==> config.mk <==
export PLATFORM = sky130hd
export DESIGN_NAME = tfhb_ram
export DESIGN_NICKNAME = d
export VERILOG_FILES = /design/src/rtl/tfhb_ram.sv
export SDC_FILE = /design/constraint.sdc
export NUM_CORES = 1
export LEC_CHECK = 0
export BUFFER_PORTS_ARGS = -buffer_cell sky130_fd_sc_hd__clkbuf_2
export CAP_MARGIN = 20
export CORE_AREA = 4 4 195 197
export CTS_CLUSTER_SIZE = 20
export DETAILED_ROUTE_END_ITERATION = 10
export DIE_AREA = 0 0 199 201
export GPL_TIMING_DRIVEN = 0
export MAX_ROUTING_LAYER = met4
export PLACE_DENSITY = 0.76
export REMOVE_ABC_BUFFERS = 1
export SYNTH_ARGS = -nofsm -noshare
export SYNTH_HDL_FRONTEND = slang
export SYNTH_SLANG_ARGS = --single-unit
==> constraint.sdc <==
create_clock -name clk -period 2.1 [get_ports clk]
set_input_delay 0.525 -clock clk [delete_from_list [all_inputs] [get_ports clk]]
set_output_delay 0.525 -clock clk [all_outputs]
set_load 0.005 [all_outputs]
==> src/rtl/tfhb_ram.sv <==
// Generic single-write, single-read RAM with registered read data.
module tfhb_ram #(
  parameter int WIDTH = 8,
  parameter int DEPTH = 64
) (
  input  logic                     clk,
  input  logic                     we,
  input  logic [$clog2(DEPTH)-1:0] waddr,
  input  logic [WIDTH-1:0]         wdata,
  input  logic [$clog2(DEPTH)-1:0] raddr,
  output logic [WIDTH-1:0]         rdata
);

  logic [WIDTH-1:0] mem [DEPTH];

  // write port and registered read port
  always_ff @(posedge clk) begin
    if (we) begin
      mem[waddr] <= wdata;
    end
    rdata <= mem[raddr];
  end

endmodule

==> metrics.md <==
| Metric | Value |
|---|---|
| Status | `finished with violations` |
| Failing checks | `negative setup slack` |
| Most frequent cells in the layout | `edfxtp_1, mux4_2, nor2_1, clkbuf_16, nor2_2` |
| # nets final | `1025` |
| Register area | `15530 µm²` |
| Worst-Margin Slew | `897.6 ps` |
| Routed Antenna Nets | `0` |
| Seq pwr share | `53.8%` |
| Fin area | `22920 µm²` |
| Slew Limit Fails | `0` |
| Crit path time final | `2209 ps` |
| CP arrival | `2410 ps` |
| Clock Latency Late Sink | `580 ps` |
| Total CTS buffers | `50` |
| Port-buffer cells | `29` |
| FMAX | `452.6 MHz` |
| Area occupied by multi-input gates | `4464 µm²` |
| Gr busiest metal | `met2` |
| Worst EP required | `2300 ps` |
| Int Pwr | `0.01697 W` |
| Htree depth | `2` |
| CP bufs+invs | `1` |
| Met1 usage in global routing | `34.58%` |
| Synth Register Bits | `520` |
| Crit path largest cell delay | `910 ps` |
| Total of max-cap violations | `0` |
| Yosys warning count | `0` |
| Largest delay contributor family on the critical path | `simple AND/OR/NAND/NOR gates` |
| Slowest CP cell | `nor2_1` |
| # IOs | `30` |
| Synth area leader | `edfxtp_1` |
| Layout area overhead | `13.67%` |
| CTS sink count | `520` |
| Synth top area share | `76.24%` |
| Post-synthesis sequential area ratio | `77.03%` |
| Bufs on Longest Clock Path | `3` |
| Met3 usage | `4.918%` |
| Proportion of power drawn by the clock network | `40.7%` |
| Global Route met2 Usage | `35.04%` |
| Net Sw Frac | `20.73%` |
| Crit Path Category | `in2reg` |
| Clock skew | `32.33 ps` |
| Pre-antenna DRT Iters | `5` |
| Max_slew headroom | `39.94%` |
| Count of mapped cells out of synthesis | `940` |
| Static Leakage | `7.178 nW` |
| FP Rows | `70` |
| Dpl hpwl | `25.19 mm` |
| Chip width | `199 µm` |
| Routed via count | `9835` |
| Setup-failing EPs final | `93` |
| Synth cell types | `40` |
| Crit path cell chain | `clkbuf_2 -> nor2b_1 -> nand3_1 -> nor2_1` |
| Core area | `36260 µm²` |
| Final Wtd Congestion | `0.8107` |
| PnR worst setup slack | `-109.3 ps` |
| Largest net degree at the start of global routing | `50` |
| P_sw | `0.004439 W` |
| Fill cells | `2394` |
| DRC viols | `0` |
| Vias/cell | `6.518` |
| Global route overflow | `0` |
| Pwr Density | `933.9 nW/µm²` |
| Most common cell after layout, fill and taps aside | `edfxtp_1` |
| CP startpoint kind | `input pin` |
| CP max FO | `10` |
| Post-Syn Area per Cell | `21.45 µm²` |
| Vias in the first global route | `10129` |
| WL final | `44.83 mm` |
| Cell Area, Synth | `20170 µm²` |
| First-pass GRT wire length | `66.84 mm` |
| RSZ-0062 raised after global routing | `yes` |
| Worst vdd ir | `0.8169 mV` |
| Worst setup EP type | `flip-flop` |
| Placed Area | `20910 µm²` |
| N_diodes | `0` |
| CTS tree | `yes` |
| Gr usage total | `23.56%` |
| Die height | `201 µm` |
| Area contributors post-synth | `edfxtp_1, mux4_2, nor2_1, mux2i_1, dfxtp_1` |
| Fraction of layout cells with a size suffix above 1 | `29.97%` |
| Initial antenna violation count | `0` |
| Clk Tree Root Cell | `clkbuf_16` |
| Worst-path clk slew | `60 ps` |
| Wire per inst | `29.71 µm` |
| Core Util, Final | `63.22%` |
| Hold/Removal Path Class | `in2reg` |
| Die area | `40000 µm²` |
| Final Hold Viols | `0` |
| Fin crit share | `105.2%` |
| Tot Pwr | `0.02141 W` |
| Initial DRC count | `1351` |
| Starting Density | `55.62%` |
| Combinational fraction of design power | `5.6%` |
[registers in the layout, indices dropped and copies added, names as in the netlist]
name   cells
mem      512
rdata      8
[power by group through the flow]
| stage | Sequential (W) | Combinational, W | Clock [W] |
|---|---|---|---|
| floorplan | 0.0117 | 0.000445 | 0 |
| global placement | 0.0117 | 0.00106 | 0 |
| detailed placement | 0.0117 | 0.00107 | 0 |
| CTS | 0.0115 | 0.00116 | 0.00880 |
| global route | 0.0115 | 0.00125 | 0.00929 |
| finish | 0.0115 | 0.00119 | 0.00871 |
[cells by family (layout without fill, tap and decap cells)]
kind of cell           after synthesis  count (layout)  share of synthesized area (%)
AO/OA/AOI/OAI                       54              54                          2.072
buffers and inverters               51             152                          1.570
flip-flops                         520             520                          77.03
multiplexers                       162             162                          15.94
AND/OR/NAND/NOR                    153             153                          3.387
[cell type report]
cell class                      instances  area share [%]
Timing Repair Buffer                   62           3.351
Sequential cell                       520           67.77
Clock inverter                         22          0.9606
Multi-Input combinational cell        369           19.47
Clock buffer                           68           5.889
Tap cell                              468           2.554
[synth_stat cells]
cell type,count
a211oi_1,4
buf_12,2
buf_6,4
o221a_2,2
mux2i_1,23
o21a_1,2
a221oi_1,6
o21ai_1,2
edfxtp_1,512
nor2b_1,14
a31oi_1,1
nand3b_1,3
nor4_1,2
buf_2,11
mux2_2,13
mux4_2,126
nand2_1,19
and2_1,1
nor2_1,83
o2bb2ai_1,3
dfxtp_1,8
buf_4,13
o41ai_1,2
o32ai_1,2
o21ai_0,2
clkbuf_1,17
a21oi_1,3
a2111oi_0,2
nand4b_1,1
or3_1,1
o311ai_1,1
nand3_1,13
o2111ai_1,3
nor3_1,7
o22ai_1,8
nand4_1,2
o221ai_1,8
a22oi_1,3
nand2b_1,7
buf_1,4
[per-stage QoR]
stage	TNS (ps)	setup WS, ps	hold WS (ps)	std cells
floorplan	0	213.6	623.9	889
global placement	-233380	-5057	795.8	1386
detailed placement	-250440	-1467	821.1	1403
CTS	-659.7	-34.98	439.5	1506
global route	-15020	-204.9	475.2	1509
finish	-3395	-109.3	458.7	1509
[repair_timing]
item                       CTS  global route
hold buffers                 0             0
hold endpoints to repair     0             0
gates resized for setup     16            35
setup buffers                6             2
setup endpoints to repair   41           220
pin swaps                    0             1
gates cloned                 7             1
[metal layers]
metal / vias up / wire length, µm
met5: - / 0
met4: 0 / 1013
met3: 87 / 4738
met2: 551 / 21720
met1: 5136 / 17360
li1: 4061 / -
[worst paths after layout]
path / startpoint / to / slack [ps] / cells after the start
hold reg to reg: mem[27][4] / rdata[4] / 880 / 3
hold / removal: wdata[4] / mem[50][4] / 460 / 1
setup / recovery: waddr[2] / mem[13][6] / -110 / 4
setup reg to reg: mem[2][3] / rdata[3] / 70 / 5
Note: power is estimated with default switching activity, not from simulation.
