--- config.mk ---
export PLATFORM = sky130hd
export DESIGN_NAME = tfhb_cmp
export DESIGN_NICKNAME = d
export VERILOG_FILES = /design/src/rtl/tfhb_pkg.sv /design/src/rtl/tfhb_cmp.sv
export SDC_FILE = /design/constraint.sdc
export NUM_CORES = 1
export LEC_CHECK = 0
export BUFFER_PORTS_ARGS = -buffer_cell sky130_fd_sc_hd__buf_2
export CAP_MARGIN = 20
export CORE_UTILIZATION = 30
export DETAILED_ROUTE_END_ITERATION = 8
export PLACE_DENSITY = 0.61
export SKIP_LAST_GASP = 1
export SLEW_MARGIN = 20
export SYNTH_ARGS = -nofsm -noshare
export SYNTH_HDL_FRONTEND = slang
export SYNTH_SLANG_ARGS = --single-unit
--- constraint.sdc ---
create_clock -name vclk -period 2.8
set_input_delay 0.14 -clock vclk [all_inputs]
set_output_delay 0.14 -clock vclk [all_outputs]
set_load 0.02 [all_outputs]
--- src/rtl/tfhb_pkg.sv ---
// Shared types and constants of the timed frame history buffer.
package tfhb_pkg;

  // field widths
  localparam int TIME_W   = 48;
  localparam int BYTES_W  = 24;
  localparam int TOTAL_W  = 30;
  localparam int TQUOTA_W = 32;
  localparam int KIND_W   = 2;
  localparam int CFG_W    = 32;
  localparam int CFG_IDX_W = 1;
  localparam int ENTRY_W  = TIME_W + BYTES_W;

  // defaults
  localparam int DEPTH_DEF = 64;
  localparam int ENOUGH_COUNT = 50;
  localparam logic [TOTAL_W-1:0]  MEM_QUOTA_RST  = 30'd67108864;
  localparam logic [TQUOTA_W-1:0] TIME_QUOTA_RST = 32'd10000;

  // opcodes
  localparam logic OPC_RECORD = 1'b0;
  localparam logic OPC_QUERY  = 1'b1;

  // result kinds
  localparam logic [KIND_W-1:0] KIND_ACK   = 2'd0;
  localparam logic [KIND_W-1:0] KIND_MATCH = 2'd1;
  localparam logic [KIND_W-1:0] KIND_NONE  = 2'd2;

  // configuration register indexes
  localparam logic [CFG_IDX_W-1:0] CFG_MEM_QUOTA  = 1'b0;
  localparam logic [CFG_IDX_W-1:0] CFG_TIME_QUOTA = 1'b1;

  typedef struct packed {
    logic               opcode;
    logic [TIME_W-1:0]  frame_time;
    logic [BYTES_W-1:0] frame_bytes;
    logic [TIME_W-1:0]  range_start;
    logic [TIME_W-1:0]  range_end;
  } in_word_t;

  typedef struct packed {
    logic [KIND_W-1:0]  kind;
    logic [TIME_W-1:0]  match_time;
    logic [BYTES_W-1:0] match_bytes;
    logic               last;
    logic               enough;
    logic [TOTAL_W-1:0] bytes_held;
    logic [TIME_W-1:0]  span_held;
  } out_word_t;

  typedef enum logic [3:0] {
    ST_IDLE,
    ST_REC_QUOTA,
    ST_REC_FULL,
    ST_LOAD,
    ST_APPEND,
    ST_REC_DONE,
    ST_CNT_RD,
    ST_CNT_CHK,
    ST_CNT_END,
    ST_EMIT_RD,
    ST_EMIT_CHK
  } state_t;

endpackage

--- src/rtl/tfhb_cmp.sv ---
// Shared timestamp subtract and range compare unit.
module tfhb_cmp import tfhb_pkg::*; (
  input  logic [TIME_W-1:0] a,
  input  logic [TIME_W-1:0] b,
  input  logic [TIME_W-1:0] c,
  output logic [TIME_W-1:0] diff,
  output logic              a_ge_b,
  output logic              c_ge_a
);

  logic [TIME_W:0] sub_ab;
  logic [TIME_W:0] sub_ca;

  // borrow of each subtraction gives the compare
  assign sub_ab = {1'b0, a} - {1'b0, b};
  assign sub_ca = {1'b0, c} - {1'b0, a};
  assign diff   = sub_ab[TIME_W-1:0];
  assign a_ge_b = ~sub_ab[TIME_W];
  assign c_ge_a = ~sub_ca[TIME_W];

endmodule

==> impl_metrics.yaml, run 1 <==
place:
  placed_cell_area_um2: 5534
  io_buffers: 194
  place_ws_ns: -0.02078
  dpl.hpwl_um: 11920
  gp_congestion: 0.8865
drt:
  vias: 4879
  postRouteWirelength_um: 13270
  wl_per_cell_um: 13.36
  drt_iter0_drc: 153
  ant_nets: 0
  post_drt_via_cell_ratio: 4.913
  drtPass1Iterations: 4
  drc_errors: 0
floorplan:
  rows: 42
  ios: 194
  die-width_um: 120.4
  start_util: 0.3125
  coreArea_um2: 13450
  dieArea_um2: 14490
  die_h_um: 120.4
power_and_ir_drop:
  power.net_switching_uw: 839.5
  p_seq_frac: 0
  power_density_nw_per_um2: 254.0
  p_int_uw: 616.1
  clockPowerShare: 0
  swShare: 0.5768
  power.total_mw: 1.456
  comb_power_share: 1.000
  peakVddDrop_mv: 0.1226
  power_leakage_nw: 3.301
run:
  cap_viol_max_count: 0
synth:
  synth_seq_area_share: 0
  synthCells: 609
  syn-num-nets: 849
  synth_cell_types: 63
  synthesis.area_um2: 4204
  avgSynthCellArea_um2: 6.903
  ys.warnings.count: 0
finish:
  drive_gt1_frac: 0.3280
  fillCellCount: 1470
  multi_input_area_um2: 3885
  register_area_um2: 0
  diodes: 0
  stdcell_area_um2: 5731
  nFlopsAndLatches: 0
  areaGrowthSynthToFinish_pct: 36.31
  nClkBuffers: 0
  final_util: 0.4260
  nets: 1059
sta:
  layout_setup_ws_ns: 0.06715
  drv_slew: 0
  worstMarginPinSlew_ns: 0.4047
  rsz0062_at_grt: "true"
  period_minus_slack_ns: 2.733
  timing.slew.headroom: 0.7273
  fmax_mhz: 365.9
  post-route-period-util: 0.9760
  setup_violations: 0
  finalHoldViolCount: 0
grt:
  first_global_vias: 4746
  overflow: 0
  antenna_found_initial: 0
  grtUsageTotal: 0.1757
  grt_first_pass_wirelength_um: 21180
  grt_max_degree: 11
critical_path:
  required_ns: 2.66
  crit_end: "diff[25]"
  cp.arrival_ns: 2.59
  start_kind: "input pin"
  crit_path_start: "b[1]"
  critPathMaxFanout: 4
  endpoint_kind: "output port"
  path_class: "input pin to output port"
outcome:
  status: "finished, final reports clean"
min_path:
  hp-class: "input pin to output port"
clocking:
  cts_hold_buf: 0
worst max-delay path: stages:
cell and delay, ns:
buf_2 0.10, inv_1 0.04, ha_1 0.25, nor2b_2 0.17, o2111ai_2 0.14, a31o_4 0.28, a211oi_2 0.27, a311oi_2 0.17
o311a_1 0.35, o21ai_2 0.20, a221oi_2 0.09, xnor2_1 0.17, buf_2 0.20
final cells by class:
cell class         count  area share
well taps            176     0.03843
multi-input cells    484      0.6779
repair buffers       223      0.2116
inverters            110     0.07205
cells in the final DEF (no fill, tap or decap), types with 4 or more instances in the layout:
master	instances
o21a_1	7
nand3_1	12
ha_1	90
nor2_1	30
buf_2	186
and2_1	7
and3_1	4
o21ai_1	5
o21bai_1	13
nor2b_1	7
nand4_1	20
o21ai_2	4
nor3_1	6
buf_4	36
xor2_1	15
a21oi_1	60
ha_4	5
o21ai_0	26
a21oi_2	5
xnor2_1	28
nand2_1	35
inv_1	109
a21o_1	39
nand2b_1	8
routing by layer:
| metal | vias to the layer above | GRT usage | part of all wire |
|---|---|---|---|
| met4 | 0 | 0.01698 | 0.011 |
| met3 | 8 | 0.01698 | 0.059 |
| met1 | 2154 | 0.2170 | 0.44 |
| met2 | 146 | 0.3355 | 0.49 |
| met5 | - | 0 | 0 |
| li1 | 2571 | - | - |
cells by family after synthesis:
| group | synth area share |
|---|---|
| adder cells (fa/ha/maj) | 0.2875 |
| multiplexers | 0.002381 |
| AO/OA/AOI/OAI | 0.3336 |
| XOR/XNOR | 0.08959 |
| AND/OR/NAND/NOR | 0.1735 |
| buffers and inverters | 0.1134 |
power groups by stage:
stage	logic, mW	registers (mW)	clock network, mW
floorplan	0.915	0	0
global placement	1.39	0	0
detailed placement	1.40	0	0
CTS	1.40	0	0
global route	1.60	0	0
finish	1.46	0	0
stage by stage:
stage | cells | hold WS (ns) | setup TNS, ns
after CTS | 991 | 0.6492 | 0
after global routing | 993 | 0.6812 | -0.1420
final | 993 | 0.6740 | 0
after detailed placement | 991 | 0.6480 | -0.02078
after global placement | 991 | 0.6430 | 0
after floorplan | 609 | 0.4615 | 0
worst min path at each step:
stage / from / end / slack, ns / cells past startpoint
after floorplan: b[0] / diff[0] / 0.46 / 2
after global placement: b[0] / diff[0] / 0.64 / 4
after detailed placement: b[0] / diff[0] / 0.65 / 4
after CTS: b[0] / diff[0] / 0.65 / 4
after global routing: b[0] / diff[0] / 0.68 / 4
final: b[0] / diff[0] / 0.67 / 4
what timing repair did:
action	in CTS	in global routing
buffers inserted	0	2
gates resized for setup	1	38
pin swaps	0	19
endpoints found under the setup margin	2	16
cell usage after synthesis, types with 7 or more instances:
library cell | instances | area (um^2)
a21o_1 | 39 | 292.8
a21oi_1 | 64 | 320.3
and2_1 | 7 | 43.79
clkbuf_1 | 9 | 33.78
ha_1 | 95 | 1189
inv_1 | 110 | 412.9
nand2_1 | 35 | 131.4
nand2b_1 | 8 | 50.05
nand3_1 | 12 | 60.06
nand4_1 | 20 | 125.1
nor2_1 | 31 | 116.4
nor2b_1 | 8 | 50.05
o21a_1 | 7 | 52.55
o21ai_0 | 29 | 145.1
o21bai_1 | 13 | 97.59
xnor2_1 | 28 | 245.2
xor2_1 | 15 | 131.4
Note: power is estimated with default switching activity, not from simulation.
==> inputs of run 2 (changes only) <==
Settings changed: SETUP_SLACK_MARGIN from default to 0.4.
==> impl_metrics.yaml, run 2 (synthesis gave the netlist of run 1 again) <==
place:
  gp_congestion: 0.8248
  dpl.hpwl_um: 11400
  place_ws_ns: -0.01264
  io_buffers: 194
  dpl.cell_count: 991
  placed_cell_area_um2: 5613
finish:
  drive_gt1_frac: 0.3914
  areaGrowthSynthToFinish_pct: 50.71
  finalNonFillerCells: 1014
  stdcell_area_um2: 6336
  diodes: 0
  nFlopsAndLatches: 0
  final_common_cell: "buf_2"
  register_area_um2: 0
  fillCellCount: 1408
  nClkBuffers: 0
  nets: 1080
  multi_input_area_um2: 4219
  mostFrequentLayoutCells: "166 x buf_2, 107 x inv_1, 82 x ha_1"
power_and_ir_drop:
  power.total_mw: 1.641
  power.net_switching_uw: 904.8
  p_seq_frac: 0
  comb_power_share: 1.000
  swShare: 0.5513
  clockPowerShare: 0
  power_density_nw_per_um2: 259.0
  power_leakage_nw: 3.514
  peakVddDrop_mv: 0.1957
  p_int_uw: 736.3
floorplan:
  start_util: 0.3125
  die-width_um: 120.4
  dieArea_um2: 14490
  ios: 194
  coreArea_um2: 13450
  rows: 42
  die_h_um: 120.4
drt:
  drc_errors: 0
  drt_iter0_drc: 157
  wl_per_cell_um: 13.36
  ant_nets: 0
  vias: 4944
  postRouteWirelength_um: 13550
  drtPass1Iterations: 4
  post_drt_via_cell_ratio: 4.876
sta:
  post-route-period-util: 0.9493
  setup-tns-final_ns: 0
  fmax_mhz: 376.2
  finalHoldViolCount: 0
  period_minus_slack_ns: 2.658
  worstMarginPinSlew_ns: 0.3855
  layout_setup_ws_ns: 0.1421
  rsz0062_at_grt: "true"
  drv_slew: 0
  timing.slew.headroom: 0.7430
  setup_violations: 0
critical_path:
  path_class: "input pin to output port"
  cp.arrival_ns: 2.52
  critPathMaxFanout: 3
  required_ns: 2.66
  endpoint_kind: "output port"
  start_kind: "input pin"
clocking:
  cts_hold_buf: 0
run:
  cap_viol_max_count: 0
min_path:
  hp-start: "b[0]"
  hp-class: "input pin to output port"
  hold_depth: 4
  worstHoldEndpoint: "diff[0]"
grt:
  overflow: 0
  grtUsageTotal: 0.1782
  grt_first_pass_wirelength_um: 21640
  grt_max_degree: 11
  antenna_found_initial: 0
  first_global_vias: 4822
outcome:
  status: "finished, final reports clean"
==> run 2: cell count changes in the layout (fill, tap and decap cells not counted), sizes merged <==
cell | before | now
buf | 223 | 244
==> run 2: per-stage QoR <==
| stage | hold WS, ns | utilization |
|---|---|---|
| after floorplan | 0.4615 | - |
| after global placement | 0.6369 | 0.4172 |
| after detailed placement | 0.6345 | 0.4172 |
| after CTS | 0.6347 | 0.4539 |
| after global routing | 0.6626 | 0.4710 |
| final | 0.6340 | 0.4710 |
==> run 2: repair_timing <==
action | in CTS | in global routing
setup endpoints to repair | 27 | 28
pin swaps | 49 | 28
endpoints found under the hold margin | 0 | 0
resized for setup | 81 | 32
buffers inserted | 14 | 9
==> run 2: layout make-up <==
cell class	count	area share
Inverter	110	0.06635
Timing Repair Buffer	244	0.2330
Multi-Input combinational cell	484	0.6659
Tap cell	176	0.03476
==> run 2: per-layer routing <==
layer | global-route usage | routed length, um
met2 | 0.3341 | 6688
met5 | 0 | 0
met1 | 0.2277 | 6051
met3 | 0.01368 | 681
met4 | 0.01620 | 129
==> run 2: power groups by stage <==
stage | Clock [mW] | Sequential [mW] | Combinational [mW]
floorplan | 0 | 0 | 0.936
global placement | 0 | 0 | 1.41
detailed placement | 0 | 0 | 1.42
CTS | 0 | 0 | 1.56
global route | 0 | 0 | 1.79
finish | 0 | 0 | 1.64
==> run 2: worst max-delay path, stage by stage <==
cell	delay [ns]
buf_8	0.08
inv_4	0.03
ha_4	0.16
fa_2	0.36
nor2b_1	0.12
o21a_1	0.15
o21ai_2	0.10
a21oi_4	0.22
o211ai_2	0.14
a31oi_4	0.22
a41oi_4	0.21
nor3_4	0.19
mux2i_2	0.22
buf_4	0.16
==> run 2: how the worst max path moves through the flow <==
stage           from  endpoint  slack [ns]  cells after the start
2_1_floorplan   b[7]  diff[46]        0.39                     10
3_3_place_gp   a[13]  diff[36]      -0.002                     12
3_5_place_dp   a[15]  diff[36]       -0.01                     12
4_1_cts         a[1]  diff[25]        0.13                     12
5_1_grt        b[13]  diff[41]      -0.006                     17
6_report        a[0]  diff[46]        0.14                     14
==> inputs of run 3 (changes only) <==
Settings changed: RECOVER_POWER from default to 25.
==> impl_metrics.yaml, run 3 (synthesis gave the netlist of run 1 again) <==
critical_path:
  crit_chain: "buf_8, inv_4, ha_4, fa_2, nor2b_1, o21a_1, o21ai_2, a21oi_4, o211ai_2, a31oi_4, a41oi_4, nor3_4, mux2i_2, buf_4"
  critPathMaxFanout: 3
  endpoint_kind: "output port"
  path_class: "input pin to output port"
  cp.arrival_ns: 2.52
  crit_path_start: "a[0]"
  required_ns: 2.66
  crit_path_top_delay_cell: "fa_2"
  start_kind: "input pin"
  cpPeakStageDelay_ns: 0.36
finish:
  nFlopsAndLatches: 0
  nClkBuffers: 0
  areaGrowthSynthToFinish_pct: 50.39
  finalNonFillerCells: 1014
  fillCellCount: 1417
  mostFrequentLayoutCells: "155 x buf_2, 107 x inv_1, 82 x ha_1"
  nets: 1080
  final_util: 0.4700
  register_area_um2: 0
  drive_gt1_frac: 0.3783
  final_common_cell: "buf_2"
  diodes: 0
power_and_ir_drop:
  p_seq_frac: 0
  swShare: 0.5547
  comb_power_share: 1.000
  power_leakage_nw: 3.483
  peakVddDrop_mv: 0.1957
  p_int_uw: 726.9
  power_density_nw_per_um2: 258.2
  power.net_switching_uw: 905.4
  clockPowerShare: 0
sta:
  layout_setup_ws_ns: 0.1400
  setup_violations: 0
  rsz0062_at_grt: "true"
  timing.slew.headroom: 0.7430
  finalHoldViolCount: 0
  drv_slew: 0
  period_minus_slack_ns: 2.660
  fmax_mhz: 375.9
  worstMarginPinSlew_ns: 0.3855
  post-route-period-util: 0.9500
drt:
  drtPass1Iterations: 4
  post_drt_via_cell_ratio: 4.871
  vias: 4939
  ant_nets: 0
  drc_errors: 0
  drt_iter0_drc: 175
  postRouteWirelength_um: 13530
  wl_per_cell_um: 13.34
floorplan:
  die-width_um: 120.4
  coreArea_um2: 13450
  dieArea_um2: 14490
  start_util: 0.3125
  rows: 42
  ios: 194
  die_h_um: 120.4
grt:
  overflow: 0
  first_global_vias: 4822
  antenna_found_initial: 0
  grt_first_pass_wirelength_um: 21640
  grt_max_degree: 11
  grtUsageTotal: 0.1782
place:
  dpl.hpwl_um: 11400
  gp_congestion: 0.8248
  io_buffers: 194
  place_ws_ns: -0.01264
  dpl.cell_count: 991
min_path:
  hp-class: "input pin to output port"
  hp-start: "b[0]"
outcome:
  status: "finished, final reports clean"
run:
  cap_viol_max_count: 0
## run 3: metal layers
metal / wire length, um / vias to the layer above / track usage
met5: 0 / - / 0
met4: 129 / 0 / 0.01620
met3: 666 / 6 / 0.01368
met2: 6683 / 132 / 0.3341
met1: 6048 / 2196 / 0.2277
li1: - / 2605 / -
## run 3: through the flow
stage	instance area, um^2	hold WS, ns	setup TNS [ns]	power [mW]
after floorplan	4283	0.4615	0	0.9356
after global placement	5613	0.6369	-0.002171	1.414
after detailed placement	5613	0.6345	-0.01264	1.416
after CTS	6106	0.6347	0	1.561
after global routing	6322	0.6704	-0.006392	1.779
final	6322	0.6441	0	1.632
## run 3: worst max-delay path, delay by kind of cell
family	cells	cell delay (ns)
buffers and inverters	3	0.27
muxes	1	0.22
adders and majority gates	2	0.52
and+or+nand+nor	2	0.31
AOI/OAI and AO/OA	6	1.04
## run 3: path summary, 6_finish.rpt
kind,endpoint,slack [ns],cells past startpoint
max,diff[46],0.14,14
min,diff[0],0.64,4
## run 3: cell type report
class | count | area (um^2) | share of cell area
well taps | 176 | 220.2 | 0.03483
inverters | 110 | 420.4 | 0.06650
multi-input cells | 484 | 4219 | 0.6673
repair buffers | 244 | 1463 | 0.2313
## run 3: power groups by stage
stage	registers, mW	logic, mW	clock network [mW]
finish	0	1.63	0
global route	0	1.78	0
CTS	0	1.56	0
detailed placement	0	1.42	0
global placement	0	1.41	0
floorplan	0	0.936	0
## run 3: repair_timing
item,4_1_cts,5_1_grt
cloned,0,0
gates resized for setup,81,32
setup endpoints to repair,27,28
hold buffers,0,0
pin swaps,49,28
setup buffers,14,9
